[src/hw/rtl/itp_pkg.sv]
// Shared types, character codes and the precedence function for the
// infix-to-postfix converter. No dependencies.
package itp_pkg;

  localparam int unsigned STACK_DEPTH_DEF = 32;

  // ASCII codes that the converter acts on
  localparam logic [7:0] CH_CARET  = 8'h5E;
  localparam logic [7:0] CH_STAR   = 8'h2A;
  localparam logic [7:0] CH_SLASH  = 8'h2F;
  localparam logic [7:0] CH_PLUS   = 8'h2B;
  localparam logic [7:0] CH_MINUS  = 8'h2D;
  localparam logic [7:0] CH_LPAREN = 8'h28;
  localparam logic [7:0] CH_RPAREN = 8'h29;

  // Sticky status codes
  localparam logic [1:0] ERR_NONE      = 2'd0;
  localparam logic [1:0] ERR_OVERFLOW  = 2'd1;
  localparam logic [1:0] ERR_UNMATCHED = 2'd2;

  typedef enum logic [2:0] {
    KIND_CHAR,
    KIND_OP,
    KIND_OPEN,
    KIND_CLOSE,
    KIND_END
  } itp_kind_e;

  // Classified word handed from front to back
  typedef struct packed {
    itp_kind_e  kind;
    logic [7:0] sym;
    logic [1:0] prec;
  } itp_cmd_t;

  typedef enum logic [2:0] {
    ST_IDLE,
    ST_POP_RD,
    ST_POP_DEC,
    ST_PUSH,
    ST_DISC_RD,
    ST_DISC_LD,
    ST_SUMMARY
  } itp_state_e;

  // 0 means "not an operator"
  function automatic logic [1:0] prec_of(input logic [7:0] ch);
    logic [1:0] p;
    p = 2'd0;
    if (ch == CH_CARET) p = 2'd3;
    else if (ch == CH_STAR || ch == CH_SLASH) p = 2'd2;
    else if (ch == CH_PLUS || ch == CH_MINUS) p = 2'd1;
    return p;
  endfunction

endpackage

[src/hw/rtl/infix_to_postfix_converter.sv]
// Top level of the infix-to-postfix converter: front end with input queue
// and back end with operator stack. Depends on itp_pkg, itp_front, itp_back.
//
// Shunting-yard converter. Each input word is one infix character (tuser=0)
// or an end-of-expression mark (tuser=1). Plain characters leave as output
// words. Operators + - * / ^ (precedence 1,1,2,2,3, all left-associative)
// and '(' go onto a STACK_DEPTH-entry operator stack; an operator first pops
// entries off the top while they have equal or higher precedence, ')' pops
// up to the nearest '(' and drops it, and the end mark flushes the whole
// stack (leftover '(' included) and then emits a summary word with tuser=1,
// symbol zero and the sticky status (0 ok, 1 push onto a full stack, 2 stray
// ')'), after which the status clears. tlast marks the last word caused by an
// input word; on flush pops the status field reads 0. Each pop reads the
// stack memory, then decides and emits once the output register is free; a
// ')' that drops its '(' adds a discard read and load, a push after pops
// adds a push state. A two-word queue between front and back and a one-word
// output register decouple the sides.
module infix_to_postfix_converter import itp_pkg::*; #(
  parameter int unsigned STACK_DEPTH = STACK_DEPTH_DEF
) (
  input  logic        clk_i,
  input  logic        rst_ni,
  input  logic        s_axis_tvalid_i,
  output logic        s_axis_tready_o,
  input  logic [7:0]  s_axis_tdata_i,   // [7:0] symbol
  input  logic        s_axis_tuser_i,   // [0] mode (1 = end of expression)
  output logic        m_axis_tvalid_o,
  input  logic        m_axis_tready_i,
  output logic [15:0] m_axis_tdata_o,   // [7:0] out_symbol, [9:8] status, rest 0
  output logic        m_axis_tlast_o,   // last_of_run
  output logic        m_axis_tuser_o    // [0] end_marker
);

  logic       cmd_valid;
  logic       cmd_ready;
  itp_cmd_t   cmd;
  logic [7:0] out_symbol;
  logic [1:0] out_status;

  itp_front u_front (
    .clk_i       (clk_i),
    .rst_ni      (rst_ni),
    .in_valid_i  (s_axis_tvalid_i),
    .in_ready_o  (s_axis_tready_o),
    .in_mode_i   (s_axis_tuser_i),
    .in_symbol_i (s_axis_tdata_i),
    .cmd_valid_o (cmd_valid),
    .cmd_ready_i (cmd_ready),
    .cmd_o       (cmd)
  );

  itp_back #(
    .STACK_DEPTH (STACK_DEPTH)
  ) u_back (
    .clk_i        (clk_i),
    .rst_ni       (rst_ni),
    .cmd_valid_i  (cmd_valid),
    .cmd_ready_o  (cmd_ready),
    .cmd_i        (cmd),
    .out_valid_o  (m_axis_tvalid_o),
    .out_ready_i  (m_axis_tready_i),
    .out_symbol_o (out_symbol),
    .out_last_o   (m_axis_tlast_o),
    .out_end_o    (m_axis_tuser_o),
    .out_status_o (out_status)
  );

  assign m_axis_tdata_o = {6'b0, out_status, out_symbol};

endmodule

[src/hw/rtl/itp_front.sv]
// Front end: accepts input words, classifies them and buffers them in a
// two-entry queue toward the back end. Depends on itp_pkg.
module itp_front import itp_pkg::*; (
  input  logic     clk_i,
  input  logic     rst_ni,
  input  logic     in_valid_i,
  output logic     in_ready_o,
  input  logic     in_mode_i,
  input  logic [7:0] in_symbol_i,
  output logic     cmd_valid_o,
  input  logic     cmd_ready_i,
  output itp_cmd_t cmd_o
);

  localparam int unsigned QDepth = 2;

  itp_cmd_t   q_mem [QDepth];
  logic       wr_ptr_q, wr_ptr_d;
  logic       rd_ptr_q, rd_ptr_d;
  logic [1:0] cnt_q, cnt_d;
  itp_cmd_t   cls;
  logic       push, pop;

  always_comb begin
    cls.sym  = in_symbol_i;
    cls.prec = prec_of(in_symbol_i);
    if (in_mode_i) begin
      cls.kind = KIND_END;
    end else if (cls.prec != 2'd0) begin
      cls.kind = KIND_OP;
    end else if (in_symbol_i == CH_LPAREN) begin
      cls.kind = KIND_OPEN;
    end else if (in_symbol_i == CH_RPAREN) begin
      cls.kind = KIND_CLOSE;
    end else begin
      cls.kind = KIND_CHAR;
    end
  end

  assign in_ready_o  = (cnt_q != 2'(QDepth));
  assign cmd_valid_o = (cnt_q != 2'd0);
  assign cmd_o       = q_mem[rd_ptr_q];
  assign push        = in_valid_i && in_ready_o;
  assign pop         = cmd_valid_o && cmd_ready_i;

  always_comb begin
    wr_ptr_d = push ? ~wr_ptr_q : wr_ptr_q;
    rd_ptr_d = pop ? ~rd_ptr_q : rd_ptr_q;
    cnt_d    = cnt_q + 2'(push) - 2'(pop);
  end

  always_ff @(posedge clk_i or negedge rst_ni) begin
    if (!rst_ni) begin
      wr_ptr_q <= 1'b0;
      rd_ptr_q <= 1'b0;
      cnt_q    <= 2'd0;
    end else begin
      wr_ptr_q <= wr_ptr_d;
      rd_ptr_q <= rd_ptr_d;
      cnt_q    <= cnt_d;
    end
  end

  always_ff @(posedge clk_i) begin
    if (push) begin
      q_mem[wr_ptr_q] <= cls;
    end
  end

endmodule

[src/hw/rtl/itp_back.sv]
// Back end: operator stack in a memory, pop/push sequencer and output
// register. Depends on itp_pkg.
module itp_back import itp_pkg::*; #(
  parameter int unsigned STACK_DEPTH = STACK_DEPTH_DEF
) (
  input  logic       clk_i,
  input  logic       rst_ni,
  input  logic       cmd_valid_i,
  output logic       cmd_ready_o,
  input  itp_cmd_t   cmd_i,
  output logic       out_valid_o,
  input  logic       out_ready_i,
  output logic [7:0] out_symbol_o,
  output logic       out_last_o,
  output logic       out_end_o,
  output logic [1:0] out_status_o
);

  localparam int unsigned CW = $clog2(STACK_DEPTH + 1);
  localparam int unsigned IW = $clog2(STACK_DEPTH);

  logic [7:0] stack_mem [STACK_DEPTH];
  logic [7:0] rd_q;
  logic [IW-1:0] rd_addr;

  itp_state_e state_q, state_d;
  itp_cmd_t   cmd_q, cmd_d;
  logic [CW-1:0] count_q, count_d;
  logic [CW-1:0] open_q, open_d;
  logic [1:0]  err_q, err_d;
  logic [1:0]  pop_stat_q, pop_stat_d;
  logic [7:0]  top_q, top_d;

  logic       ov_q, ov_d;
  logic [7:0] osym_q, osym_d;
  logic       olast_q, olast_d;
  logic       oend_q, oend_d;
  logic [1:0] ostat_q, ostat_d;

  logic        out_free;
  logic        we;
  logic [IW-1:0] waddr;
  logic [7:0]  wdata;
  logic [CW-1:0] new_cnt;
  logic        cont;
  logic        do_push;
  logic [7:0]  push_sym;

  assign out_free = !ov_q || out_ready_i;
  assign rd_addr  = IW'(count_q - CW'(2));
  assign new_cnt  = count_q - CW'(1);

  always_comb begin
    state_d    = state_q;
    cmd_d      = cmd_q;
    count_d    = count_q;
    open_d     = open_q;
    err_d      = err_q;
    pop_stat_d = pop_stat_q;
    top_d      = top_q;
    ov_d       = ov_q && !out_ready_i;
    osym_d     = osym_q;
    olast_d    = olast_q;
    oend_d     = oend_q;
    ostat_d    = ostat_q;
    cmd_ready_o = 1'b0;
    do_push    = 1'b0;
    push_sym   = cmd_q.sym;
    cont       = 1'b0;

    case (state_q)
      ST_IDLE: begin
        if (cmd_valid_i) begin
          cmd_d = cmd_i;
          case (cmd_i.kind)
            KIND_CHAR: begin
              if (out_free) begin
                cmd_ready_o = 1'b1;
                ov_d    = 1'b1;
                osym_d  = cmd_i.sym;
                olast_d = 1'b1;
                oend_d  = 1'b0;
                ostat_d = err_q;
              end
            end
            KIND_OP: begin
              cmd_ready_o = 1'b1;
              pop_stat_d  = err_q;
              if (count_q != '0 && prec_of(top_q) >= cmd_i.prec) begin
                state_d = ST_POP_RD;
              end else begin
                do_push  = 1'b1;
                push_sym = cmd_i.sym;
              end
            end
            KIND_OPEN: begin
              cmd_ready_o = 1'b1;
              do_push  = 1'b1;
              push_sym = cmd_i.sym;
            end
            KIND_CLOSE: begin
              cmd_ready_o = 1'b1;
              // pops already carry the error this item ends with
              if (err_q != ERR_NONE) pop_stat_d = err_q;
              else if (open_q == '0) pop_stat_d = ERR_UNMATCHED;
              else pop_stat_d = ERR_NONE;
              if (count_q == '0) begin
                if (err_q == ERR_NONE) err_d = ERR_UNMATCHED;
              end else if (top_q == CH_LPAREN) begin
                state_d = ST_DISC_RD;
              end else begin
                state_d = ST_POP_RD;
              end
            end
            KIND_END: begin
              cmd_ready_o = 1'b1;
              pop_stat_d  = ERR_NONE;   // error clears at end of item
              state_d = (count_q != '0) ? ST_POP_RD : ST_SUMMARY;
            end
            default: begin
              cmd_ready_o = 1'b1;
            end
          endcase
        end
      end

      ST_POP_RD: begin
        state_d = ST_POP_DEC;
      end

      ST_POP_DEC: begin
        case (cmd_q.kind)
          KIND_OP:    cont = (new_cnt != '0) && (prec_of(rd_q) >= cmd_q.prec);
          KIND_CLOSE: cont = (new_cnt != '0) && (rd_q != CH_LPAREN);
          KIND_END:   cont = (new_cnt != '0);
          default:    cont = 1'b0;
        endcase
        if (out_free) begin
          ov_d    = 1'b1;
          osym_d  = top_q;
          olast_d = (cmd_q.kind != KIND_END) && !cont;
          oend_d  = 1'b0;
          ostat_d = pop_stat_q;
          count_d = new_cnt;
          top_d   = rd_q;
          if (top_q == CH_LPAREN) open_d = open_q - CW'(1);
          if (cont) begin
            state_d = ST_POP_RD;
          end else begin
            case (cmd_q.kind)
              KIND_OP: state_d = ST_PUSH;
              KIND_CLOSE: begin
                if (new_cnt != '0) begin
                  state_d = ST_DISC_RD;
                end else begin
                  state_d = ST_IDLE;
                  if (err_q == ERR_NONE) err_d = ERR_UNMATCHED;
                end
              end
              KIND_END: state_d = ST_SUMMARY;
              default:  state_d = ST_IDLE;
            endcase
          end
        end
      end

      ST_PUSH: begin
        do_push = 1'b1;
        state_d = ST_IDLE;
      end

      ST_DISC_RD: begin
        state_d = ST_DISC_LD;
      end

      ST_DISC_LD: begin
        count_d = new_cnt;
        open_d  = open_q - CW'(1);
        top_d   = rd_q;
        state_d = ST_IDLE;
      end

      ST_SUMMARY: begin
        if (out_free) begin
          ov_d    = 1'b1;
          osym_d  = 8'h00;
          olast_d = 1'b1;
          oend_d  = 1'b1;
          ostat_d = err_q;
          err_d   = ERR_NONE;
          open_d  = '0;
          state_d = ST_IDLE;
        end
      end

      default: state_d = ST_IDLE;
    endcase

    // push onto the stack, or flag overflow when full
    we    = 1'b0;
    waddr = IW'(count_q);
    wdata = push_sym;
    if (do_push) begin
      if (count_q == CW'(STACK_DEPTH)) begin
        if (err_q == ERR_NONE) err_d = ERR_OVERFLOW;
      end else begin
        we      = 1'b1;
        top_d   = push_sym;
        count_d = count_q + CW'(1);
        if (push_sym == CH_LPAREN) open_d = open_q + CW'(1);
      end
    end
  end

  always_ff @(posedge clk_i or negedge rst_ni) begin
    if (!rst_ni) begin
      state_q    <= ST_IDLE;
      count_q    <= '0;
      open_q     <= '0;
      err_q      <= ERR_NONE;
      ov_q       <= 1'b0;
    end else begin
      state_q    <= state_d;
      count_q    <= count_d;
      open_q     <= open_d;
      err_q      <= err_d;
      ov_q       <= ov_d;
    end
  end

  always_ff @(posedge clk_i) begin
    cmd_q      <= cmd_d;
    pop_stat_q <= pop_stat_d;
    top_q      <= top_d;
    osym_q     <= osym_d;
    olast_q    <= olast_d;
    oend_q     <= oend_d;
    ostat_q    <= ostat_d;
  end

  // stack memory: one write port, one registered read port
  always_ff @(posedge clk_i) begin
    if (we) begin
      stack_mem[waddr] <= wdata;
    end
    rd_q <= stack_mem[rd_addr];
  end

  assign out_valid_o  = ov_q;
  assign out_symbol_o = osym_q;
  assign out_last_o   = olast_q;
  assign out_end_o    = oend_q;
  assign out_status_o = ostat_q;

endmodule
[config.mk]
export PLATFORM = sky130hd
export DESIGN_NAME = infix_to_postfix_converter
export DESIGN_NICKNAME = d
export VERILOG_FILES = /design/src/hw/rtl/itp_pkg.sv /design/src/hw/rtl/infix_to_postfix_converter.sv /design/src/hw/rtl/itp_front.sv /design/src/hw/rtl/itp_back.sv
export SDC_FILE = /design/constraint.sdc
export NUM_CORES = 1
export LEC_CHECK = 0
export ABC_AREA = 1
export BUFFER_PORTS_ARGS = -buffer_cell sky130_fd_sc_hd__buf_4
export CAP_MARGIN = 5
export CORE_MARGIN = 1.5
export CORE_UTILIZATION = 62
export DETAILED_ROUTE_END_ITERATION = 6
export GPL_TIMING_DRIVEN = 1
export PLACE_DENSITY = 0.8
export SLEW_MARGIN = 20
export SYNTH_ARGS = -nofsm -noshare
export SYNTH_HDL_FRONTEND = slang
export SYNTH_SLANG_ARGS = --single-unit
[constraint.sdc]
create_clock -name clk_i -period 4 [get_ports clk_i]
set_input_delay 0.4 -clock clk_i [delete_from_list [all_inputs] [get_ports clk_i]]
set_output_delay 0.4 -clock clk_i [all_outputs]
set_load 0.005 [all_outputs]
==> impl_metrics.tcl, run 1 <==
set metrics [dict create \
    outcome "completed" \
    p_per_area_mw_per_mm2 878 \
    drv_cap 0 \
    post_cts.repair.setup_buffers 0 \
    cts_buffer_depth 3 \
    finalCritPeriodShare 0.914 \
    fillerInstances 1686 \
    dieArea_mm2 0.0254 \
    track_usage 0.294 \
    maxSlewViolCount 0 \
    hold_slack_ps 90.8 \
    p_leak_nw 6.01 \
    synth_ff_type "edfxtp_1" \
    cp-end-kind "flip-flop" \
    core_mm2 0.0242 \
    crit_path_start_kind "flip-flop" \
    root_buffer "clkbuf_16" \
    yosysTopAreaCell "edfxtp_1" \
    vias_per_cell 6.30 \
    cts_tree "built" \
    fp.dieW_um 159 \
    synthTopCellsByArea "edfxtp_1 61%, o21ai_0 5.8%, nor2_1 5.2%, dfrtp_1 3.6%, nand2_1 3.6%" \
    drt_iter0_drc 1584 \
    drtPass1Iterations 6 \
    fin_skew_ps 17.8 \
    portBuffers 26 \
    synthArstFlopShare 0.0634 \
    syn_inst 1330 \
    p_comb_frac 0.413 \
    drc 0 \
    clk_pin_slew_worst_paths_ps 60 \
    tightest_slew_ps 1000 \
    placementRows 57 \
    ys_warn_count 0 \
    numCtsBuffers 35 \
    grt_pass1_vias 10300 \
    gp_congestion 0.897 \
    ant_nets 0 \
    critPathArrivalTime_ps 3800 \
    synth.top_cell.area_share 0.612 \
    pwr-share-clk 0.213 \
    die_y_um 159 \
    syn-mean-instance-area_um2 11.4 \
    wirelength_um 36600 \
    vias 10700 \
    diodes 0 \
    synth_common_cells "309 x edfxtp_1, 209 x nor2_1, 175 x o21ai_0, 145 x nand2_1, 92 x inv_1" \
    synthesis.area_mm2 0.0152 \
    cell_internal_pwr_mw 8.63 \
    ys_types 54 \
    grt_max_degree 92 \
    finalSetupViolCount 0 \
    ys_ff_latch 347 \
    cts.repair.resized 0 \
    synth_seq_area_share 0.670 \
    grt_pass1_wl_um 57600 \
    peakVddDrop_mv 0.658 \
    hold_path.class "input pin to flip-flop" \
    yosys.cell_count.top_type "edfxtp_1" \
    gr-total-overflow 0 \
    hold_buffers 1 \
    criticalPathCategory "flip-flop to flip-flop" \
    power_frac_seq 0.374 \
    wl_per_cell_um 21.5 \
    synth-edff-count 309 \
    timing.fmax_ghz 0.273 \
    pin_count 33 \
    tns_ps 0 \
    relSlewSlack 0.324 \
    hold_viol 0 \
    hpwl_um 23300 \
    crit_fanout 10 \
    antenna_found_initial 0 \
    drive_above_1_share 0.115 \
    period_needed_ps 3660 \
    start_util 0.627 \
    fin_nets 1383 \
    crit_required_ps 4140 \
    rsz0062_at_grt "false" \
    clock_latency_ps 520 \
    swShare 0.413 \
    area_growth_syn_to_layout_pct 10.5 \
    cts_sinks 347 \
    power.switching_mw 6.07 \
    htree_levels 2 \
]
==> sequential cells by signal, summed over array words and instances, names as in the netlist <==
register / count
u_back.stack_mem: 256
u_front.q_mem: 26
u_back.cmd_q: 13
u_back.out_symbol_o: 8
u_back.rd_q: 8
u_back.top_q: 8
u_back.count_q: 6
u_back.open_q: 6
u_back.state_q: 3
u_back.err_q: 2
u_back.out_status_o: 2
u_back.pop_stat_q: 2
u_front.cnt_q: 2
u_back.out_end_o: 1
u_back.out_last_o: 1
u_back.out_valid_o: 1
u_front.rd_ptr_q: 1
u_front.wr_ptr_q: 1
==> path summary, 6_finish.rpt <==
| check | start | to | slack [ps] | cells after the start |
|---|---|---|---|---|
| min in group asynchronous | rst_ni | u_back.count_q[1]$_DFF_PN0_ | 340 | 2 |
| setup reg to reg | u_back.top_q[1]$_DFF_P_ | u_back.stack_mem[1][1]$_DFFE_PP_ | 340 | 13 |
| setup / recovery | u_back.top_q[1]$_DFF_P_ | u_back.stack_mem[1][1]$_DFFE_PP_ | 340 | 13 |
| hold reg to reg | u_back.rd_q[4]$_DFF_P_ | u_back.top_q[4]$_DFF_P_ | 540 | 2 |
| max in group asynchronous | rst_ni | u_back.count_q[0]$_DFF_PN0_ | 3380 | 2 |
| hold / removal | s_axis_tdata_i[3] | u_front.q_mem[1][5]$_DFFE_PP_ | 90 | 1 |
==> area by class of cell <==
class	count	area [um2]	share of cell area
sequential	347	10200	0.606
multi-input combinational	818	4300	0.257
clock buffer	43	906	0.0541
timing repair buffer	51	410	0.0245
tap	324	405	0.0242
inverter	102	392	0.0234
clock inverter	18	175	0.0105
==> kinds of logic after synthesis <==
group | share of synthesized area
XOR/XNOR | 0.00933
other | 0.000248
adder cells (fa/ha/maj) | 0.0124
multiplexers | 0.00223
AO/OA/AOI/OAI | 0.121
flip-flops | 0.670
buffers and inverters | 0.0476
AND/OR/NAND/NOR | 0.137
==> metrics by stage <==
| step | utilization | cells | instance area [um2] | worst slack, ps | power (mW) |
|---|---|---|---|---|---|
| after floorplan | - | 1335 | 15200 | 912 | 9.24 |
| after global placement | 0.647 | 1641 | 15700 | 642 | 11.3 |
| after detailed placement | 0.647 | 1641 | 15700 | 509 | 11.4 |
| after CTS | 0.692 | 1703 | 16700 | 430 | 14.6 |
| after global routing | 0.693 | 1703 | 16700 | 186 | 15.4 |
| final | 0.693 | 1703 | 16700 | 343 | 14.7 |
==> layout by cell type, fill, tap and decap left out, types with 7 or more instances in the layout <==
master / count
a21oi_1: 22
a31oi_1: 8
buf_4: 48
clkbuf_1: 8
clkbuf_16: 35
dfrtp_1: 21
dfxtp_1: 16
edfxtp_1: 309
ha_1: 15
inv_1: 91
inv_2: 7
nand2_1: 145
nand2_2: 14
nand3_1: 50
nand4_1: 9
nor2_1: 207
nor3_1: 15
o21ai_0: 175
o221ai_1: 49
o22ai_1: 23
or2_2: 8
xor2_1: 10
==> critical path, stage by stage (launching register included) <==
cell	delay, ps
dfxtp_1	460
inv_1	120
nor4_1	390
o21bai_1	180
ha_1	260
nand2_1	70
nand3_1	80
nand2_1	90
inv_1	60
nand2_2	70
nand3_4	140
a21oi_4	250
nand2_1	410
nor2_1	690
==> power groups by stage <==
stage | Clock (mW) | Combinational [mW] | Sequential [mW]
3_3_place_gp | 0 | 5.80 | 5.53
2_1_floorplan | 0 | 3.80 | 5.43
6_report | 3.13 | 6.07 | 5.49
3_5_place_dp | 0 | 5.89 | 5.55
5_1_grt | 3.29 | 6.57 | 5.53
4_1_cts | 3.15 | 5.95 | 5.48
==> layer usage <==
layer	vias up	global-route usage	routed length, um
met5	-	0	0
met4	0	0.111	1170
met3	99	0.0597	3840
met1	5108	0.425	15000
li1	4807	-	-
met2	715	0.445	16600
No activity file was read; power rests on OpenSTA's default activity.
==> run 2: changes to the inputs <==
SYNTH_HIERARCHICAL = 1   (was unset)
==> run 2 against run 1 <==
Effect of this change: combinational power is 2% higher; total power is 4.0% higher; first-iteration DRC count is 3.7% higher; critical endpoint is now u_back/stack_mem[25][0]$_DFFE_PP_; clock power is 12% higher; core utilization is 1.8 points higher; area after synthesis is 0.64% lower; register-to-register slack worse by 270 ps; cell area is 0.50% higher; cell count is 0.70% lower; sequential power is 1% higher; largest cell class unchanged; critical path type unchanged; sequential share of layout area is 0.29 points lower.
==> impl_metrics.tcl, run 2 <==
set metrics [dict create \
    yosys.cell_count.top_type "edfxtp_1" \
    drc 0 \
    power_mw 15.3 \
    timing.rr.end "u_back/stack_mem[25][0]$_DFFE_PP_" \
    finalNonFillerCells 1691 \
    relSlewSlack 0.399 \
    die_y_um 159 \
    grt_pass1_vias 10200 \
    synth_common_cells "309 x edfxtp_1, 214 x nor2_1, 170 x nand2_1, 166 x o21ai_0, 84 x inv_1" \
    crit_start "u_front/rd_ptr_q$_DFFE_PN0P_" \
    cts_buffer_depth 3 \
    fillerInstances 1649 \
    finalCritPeriodShare 0.983 \
    p_per_area_mw_per_mm2 908 \
    numCtsBuffers 35 \
    root_buffer "clkbuf_16" \
    finalSetupViolCount 0 \
    clk_pin_slew_worst_paths_ps 60 \
    critPathArrivalTime_ps 4080 \
    maxSlewViolCount 0 \
    crit_required_ps 4150 \
    outcome "completed" \
    grt_max_degree 116 \
    preCtsSetupSlack_ps 100 \
    pin_count 33 \
    post_cts.repair.setup_buffers 0 \
    final_area_mm2 0.0168 \
    tightest_slew_ps 899 \
    crit_fanout 14 \
    hold_viol 0 \
    peakVddDrop_mv 0.709 \
    start_util 0.636 \
    wl_per_cell_um 22.0 \
    ys_types 46 \
    drt_iter0_drc 1642 \
    synthesis.area_mm2 0.0151 \
    portBuffers 26 \
    synthArstFlopShare 0.0634 \
    mostFrequentLayoutCells "309 x edfxtp_1, 194 x nor2_1, 170 x nand2_1" \
    final_common_cell "edfxtp_1" \
    largest_reg_flops 256 \
    rsz0062_at_grt "true" \
    antenna_found_initial 0 \
    critPathCapture "u_back/stack_mem[25][0]$_DFFE_PP_" \
    htree_levels 2 \
    clock_latency_ps 520 \
    fin_nets 1372 \
    criticalPathCategory "flip-flop to flip-flop" \
    cts_tree "built" \
    timing.fmax_ghz 0.254 \
    period_needed_ps 3930 \
    wirelength_um 37100 \
    top_regs "u_back/stack_mem: 256 flops, u_front/q_mem: 26 flops, u_back/cmd_q: 13 flops" \
    yosysTopAreaCell "edfxtp_1" \
    vias_per_cell 6.35 \
    cell_internal_pwr_mw 9.05 \
    ff2ff_path_depth 14 \
    p_leak_nw 6.09 \
    dieArea_mm2 0.0252 \
    syn_inst 1323 \
    track_usage 0.296 \
    grt_pass1_wl_um 57800 \
    crit_path_start_kind "flip-flop" \
    drive_above_1_share 0.127 \
    cp-end-kind "flip-flop" \
    area_growth_syn_to_layout_pct 11.8 \
    placed_cells 1626 \
    place_area_mm2 0.0155 \
    fin_util 0.711 \
    placementRows 56 \
    tns_ps 0 \
    fp.dieW_um 159 \
    finalWorstSetupSlack_ps 68.9 \
    ant_nets 0 \
    power_frac_seq 0.365 \
    vias 10700 \
    core_mm2 0.0237 \
    synth.top_cell.area_share 0.616 \
    diodes 0 \
    hold_path.class "input pin to flip-flop" \
    synth-edff-count 309 \
    ys_ff_latch 347 \
    hold_slack_ps 91.4 \
    pwr-share-clk 0.230 \
    drtPass1Iterations 6 \
    fin_skew_ps 26.2 \
    largest-register "u_back/stack_mem" \
    synthTopCellsByArea "edfxtp_1 62%, o21ai_0 5.5%, nor2_1 5.3%, nand2_1 4.2%, dfrtp_1 3.7%" \
    synth_ff_type "edfxtp_1" \
    drv_cap 0 \
    gp_congestion 0.937 \
    hpwl_um 23000 \
    swShare 0.408 \
    syn-mean-instance-area_um2 11.4 \
    r2r-start "u_front/rd_ptr_q$_DFFE_PN0P_" \
    p_comb_frac 0.406 \
    r2r_slack_ps 70 \
    power.switching_mw 6.24 \
    gr-total-overflow 0 \
    ys_warn_count 6 \
    synth_seq_area_share 0.674 \
    cts_sinks 347 \
]
==> run 2: worst max-delay path: stages (launching register included) <==
cell and delay (ps):
dfrtp_1 540, inv_1 390, nand2_1 110, nand2_1 110
inv_1 60, ha_1 310, nand2_1 80, nand3_1 110
nand3_1 160, nand2_2 220, nand2_2 150, inv_2 70
nor2_4 130, nand2_1 410, nor2_1 700
==> run 2: final cells by class <==
cell class	instances	area [um2]	area share
flip-flops and latches	347	10200	0.603
multi-input cells	823	4320	0.257
clock buffers	49	1010	0.0600
well taps	319	399	0.0237
repair buffers	47	359	0.0213
inverters	91	348	0.0207
clock inverters	15	240	0.0143
==> run 2: what timing repair did <==
item                                    CTS  global route
hold buffers                              1             0
endpoints found under the hold margin    22             0
resized for setup                         0            20
endpoints found under the setup margin    0           200
==> run 2: power groups by stage <==
| stage | Clock, mW | Combinational [mW] | Sequential, mW |
|---|---|---|---|
| detailed placement | 0 | 5.94 | 5.63 |
| floorplan | 0 | 3.88 | 5.50 |
| global route | 3.67 | 6.64 | 5.62 |
| global placement | 0 | 5.83 | 5.61 |
| finish | 3.51 | 6.20 | 5.57 |
| CTS | 3.53 | 5.98 | 5.56 |
==> run 2: worst min path at each step <==
stage	start	to	slack (ps)	depth (start not counted)
final	s_axis_tdata_i[4]	u_front/q_mem[1][6]$_DFFE_PP_	90	1
after global routing	s_axis_tdata_i[6]	u_front/q_mem[0][8]$_DFFE_PP_	90	1
after CTS	s_axis_tdata_i[4]	u_front/q_mem[0][6]$_DFFE_PP_	80	1
after detailed placement	rst_ni	u_back/out_valid_o$_DFF_PN0_	330	1
after global placement	rst_ni	u_back/out_valid_o$_DFF_PN0_	330	1
after floorplan	rst_ni	u_back/count_q[0]$_DFF_PN0_	100	0
==> run 2: routing by layer <==
| metal | global-route usage | wire length (um) | vias to the layer above |
|---|---|---|---|
| li1 | - | - | 4760 |
| met5 | 0 | 0 | - |
| met1 | 0.433 | 15000 | 5101 |
| met4 | 0.114 | 1270 | 0 |
| met3 | 0.0588 | 4200 | 113 |
| met2 | 0.443 | 16700 | 758 |
==> run 2: cell families (layout without fill, tap and decap cells) <==
kind of cell / count (synthesis) / in the layout / share of synthesized area
multiplexers: 5 / 5 / 0.00374
other: 1 / 6 / 0.000249
XOR/XNOR: 16 / 16 / 0.00931
adder cells (fa/ha/maj): 14 / 14 / 0.0116
buffers and inverters: 158 / 202 / 0.0441
AO/OA/AOI/OAI: 288 / 288 / 0.115
flip-flops: 347 / 347 / 0.674
AND/OR/NAND/NOR: 494 / 494 / 0.142
==> run 3: changes to the inputs <==
CORE_ASPECT_RATIO = 0.7   (was unset)
GPL_TIMING_DRIVEN = 0   (was 1)
==> run 3 against run 2 <==
Effect of this change: critical path type unchanged; the run now ends with negative setup slack left; largest power group unchanged; wire length rose by 12%; die area barely moved; critical endpoint is now u_back/stack_mem[28][1]$_DFFE_PP_; worst setup slack got worse by 160 ps; highest routed layer unchanged; sequential share of layout area fell by 2.5 points.
==> impl_metrics.tcl, run 3 (synthesis results as in run 2) <==
set metrics [dict create \
    outcome "finished, violations left" \
    violations "negative setup slack" \
    grt_max_degree 35 \
    start_util 0.634 \
    hold_viol 0 \
    path_delay_family "simple AND/OR/NAND/NOR gates" \
    crit_path_max_incr_delay_ps 520 \
    final_area_mm2 0.0176 \
    peakVddDrop_mv 0.464 \
    finalCritPeriodShare 1.02 \
    fin_skew_ps 29.1 \
    cts_tree "built" \
    use_met3 0.0896 \
    critPathArrivalTime_ps 4300 \
    wirelength_um 41700 \
    placementRows 47 \
    hold_path.class "input pin to flip-flop" \
    hpwl_um 26700 \
    ff2ff_path_depth 13 \
    maxSlewViolCount 0 \
    timing.fmax_ghz 0.245 \
    area_growth_syn_to_layout_pct 16.6 \
    critPathBufInv 5 \
    final_common_cell "edfxtp_1" \
    period_needed_ps 4090 \
    pin_count 33 \
    ant_nets 0 \
    tns_ps -1730 \
    largest_reg_flops 256 \
    criticalPathCategory "flip-flop to flip-flop" \
    crit_required_ps 4210 \
    placed_cells 1675 \
    grt_pass1_wl_um 59600 \
    crit_slowest_cell "dfrtp_1" \
    cts_buffer_depth 3 \
    htree_levels 1 \
    root_buffer "clkbuf_16" \
    finalWorstSetupSlack_ps -86.7 \
    cts_sinks 347 \
    vias 11500 \
    mostFrequentLayoutCells "309 x edfxtp_1, 181 x nor2_1, 166 x nand2_1, 166 x o21ai_0, 84 x inv_1" \
    clk_pin_slew_worst_paths_ps 60 \
    finalSetupViolCount 40 \
    fp.dieW_um 189 \
    drc 0 \
    place_area_mm2 0.0158 \
    track_usage 0.316 \
    die_y_um 133 \
    p_leak_nw 6.33 \
    gr-total-overflow 0 \
    relSlewSlack 0.239 \
    largest-register "u_back/stack_mem" \
    drive_above_1_share 0.150 \
    gr-usage-met1 0.496 \
    p_per_area_mw_per_mm2 875 \
    drv_cap 0 \
    top_regs "u_back/stack_mem: 256 flops, u_front/q_mem: 26 flops, u_back/cmd_q: 13 flops" \
    critical_path_cell_count 13 \
    grt_pass1_vias 10300 \
    rsz0062_at_grt "true" \
    min_path_cells 1 \
    busiest_layer "met1" \
    crit_fanout 11 \
    gp_congestion 0.964 \
    wl_per_cell_um 23.6 \
    portBuffers 26 \
    cp-end-kind "flip-flop" \
    clock_latency_ps 590 \
    vias_per_cell 6.51 \
    crit_path_start_kind "flip-flop" \
    tightest_slew_ps 1140 \
    numCtsBuffers 31 \
    power_mw 15.4 \
    drt_iter0_drc 2229 \
    path_cells "buf_2 -> inv_1 -> buf_2 -> buf_2 -> ha_1 -> nand3_2 -> nand3_1 -> nand2_2 -> nand2_2 -> inv_2 -> nor2_4 -> nand2_2 -> nor2_2" \
    drtPass1Iterations 6 \
    antenna_found_initial 1 \
    fin_nets 1451 \
    core_mm2 0.0238 \
    dieArea_mm2 0.0252 \
    grtUsageMet2 0.436 \
    finalNonFillerCells 1769 \
]
==> run 3: path summary, 6_finish.rpt <==
check	from	to	slack (ps)
min reg2reg	u_back/rd_q[3]$_DFF_P_	u_back/top_q[3]$_DFF_P_	520
max in group asynchronous	rst_ni	u_back/count_q[5]$_DFF_PN0_	3440
min in group asynchronous	rst_ni	u_back/count_q[3]$_DFF_PN0_	270
max	u_back/count_q[0]$_DFF_PN0_	u_back/stack_mem[28][1]$_DFFE_PP_	-90
max reg2reg	u_back/count_q[0]$_DFF_PN0_	u_back/stack_mem[28][1]$_DFFE_PP_	-90
min	s_axis_tdata_i[7]	u_front/q_mem[0][9]$_DFFE_PP_	20
==> run 3: area by class of cell <==
cell class | instances | area, um2
repair buffers | 63 | 786
multi-input cells | 823 | 4520
diodes | 2 | 5.00
clock inverters | 18 | 213
well taps | 318 | 398
inverters | 91 | 347
fillers | 1503 | 6200
flip-flops and latches | 347 | 10100
plain buffers | 67 | 319
clock buffers | 40 | 820
==> run 3: repair_timing <==
item / 4_1_cts / 5_1_grt
resized for setup: 29 / 35
buffers inserted: 0 / 33
pin swaps: 0 / 25
setup endpoints to repair: 241 / 246
endpoints found under the hold margin: 22 / 0
hold buffers: 1 / 0
==> run 3: metrics by stage <==
step	setup slack (ps)	hold WS, ps	utilization
detailed placement	-286	338	0.664
CTS	-119	22.4	0.711
finish	-86.7	20.2	0.739
global route	-170	22.9	0.739
floorplan	978	104	-
global placement	-460	335	0.659
==> run 3: worst register-to-register path: stages (launching register included) <==
cell	delay, ps
dfrtp_1	520
buf_2	260
inv_1	180
buf_2	280
buf_2	320
ha_1	380
nand3_2	200
nand3_1	180
nand2_2	100
nand2_2	90
inv_2	90
nor2_4	290
nand2_2	290
nor2_2	530
==> run 3: metal layers <==
metal | vias up | share of wire
li1 | 4927 | -
met2 | 947 | 0.42
met5 | - | 0
met3 | 119 | 0.15
met1 | 5519 | 0.40
met4 | 0 | 0.029
==> run 3: where the power goes <==
group          switching (mW)  total, mW  internal, mW
clock                    1.31       3.08          1.76
sequential              0.322       5.56          5.24
combinational            4.87       6.73          1.86
total                    6.51       15.4          8.86
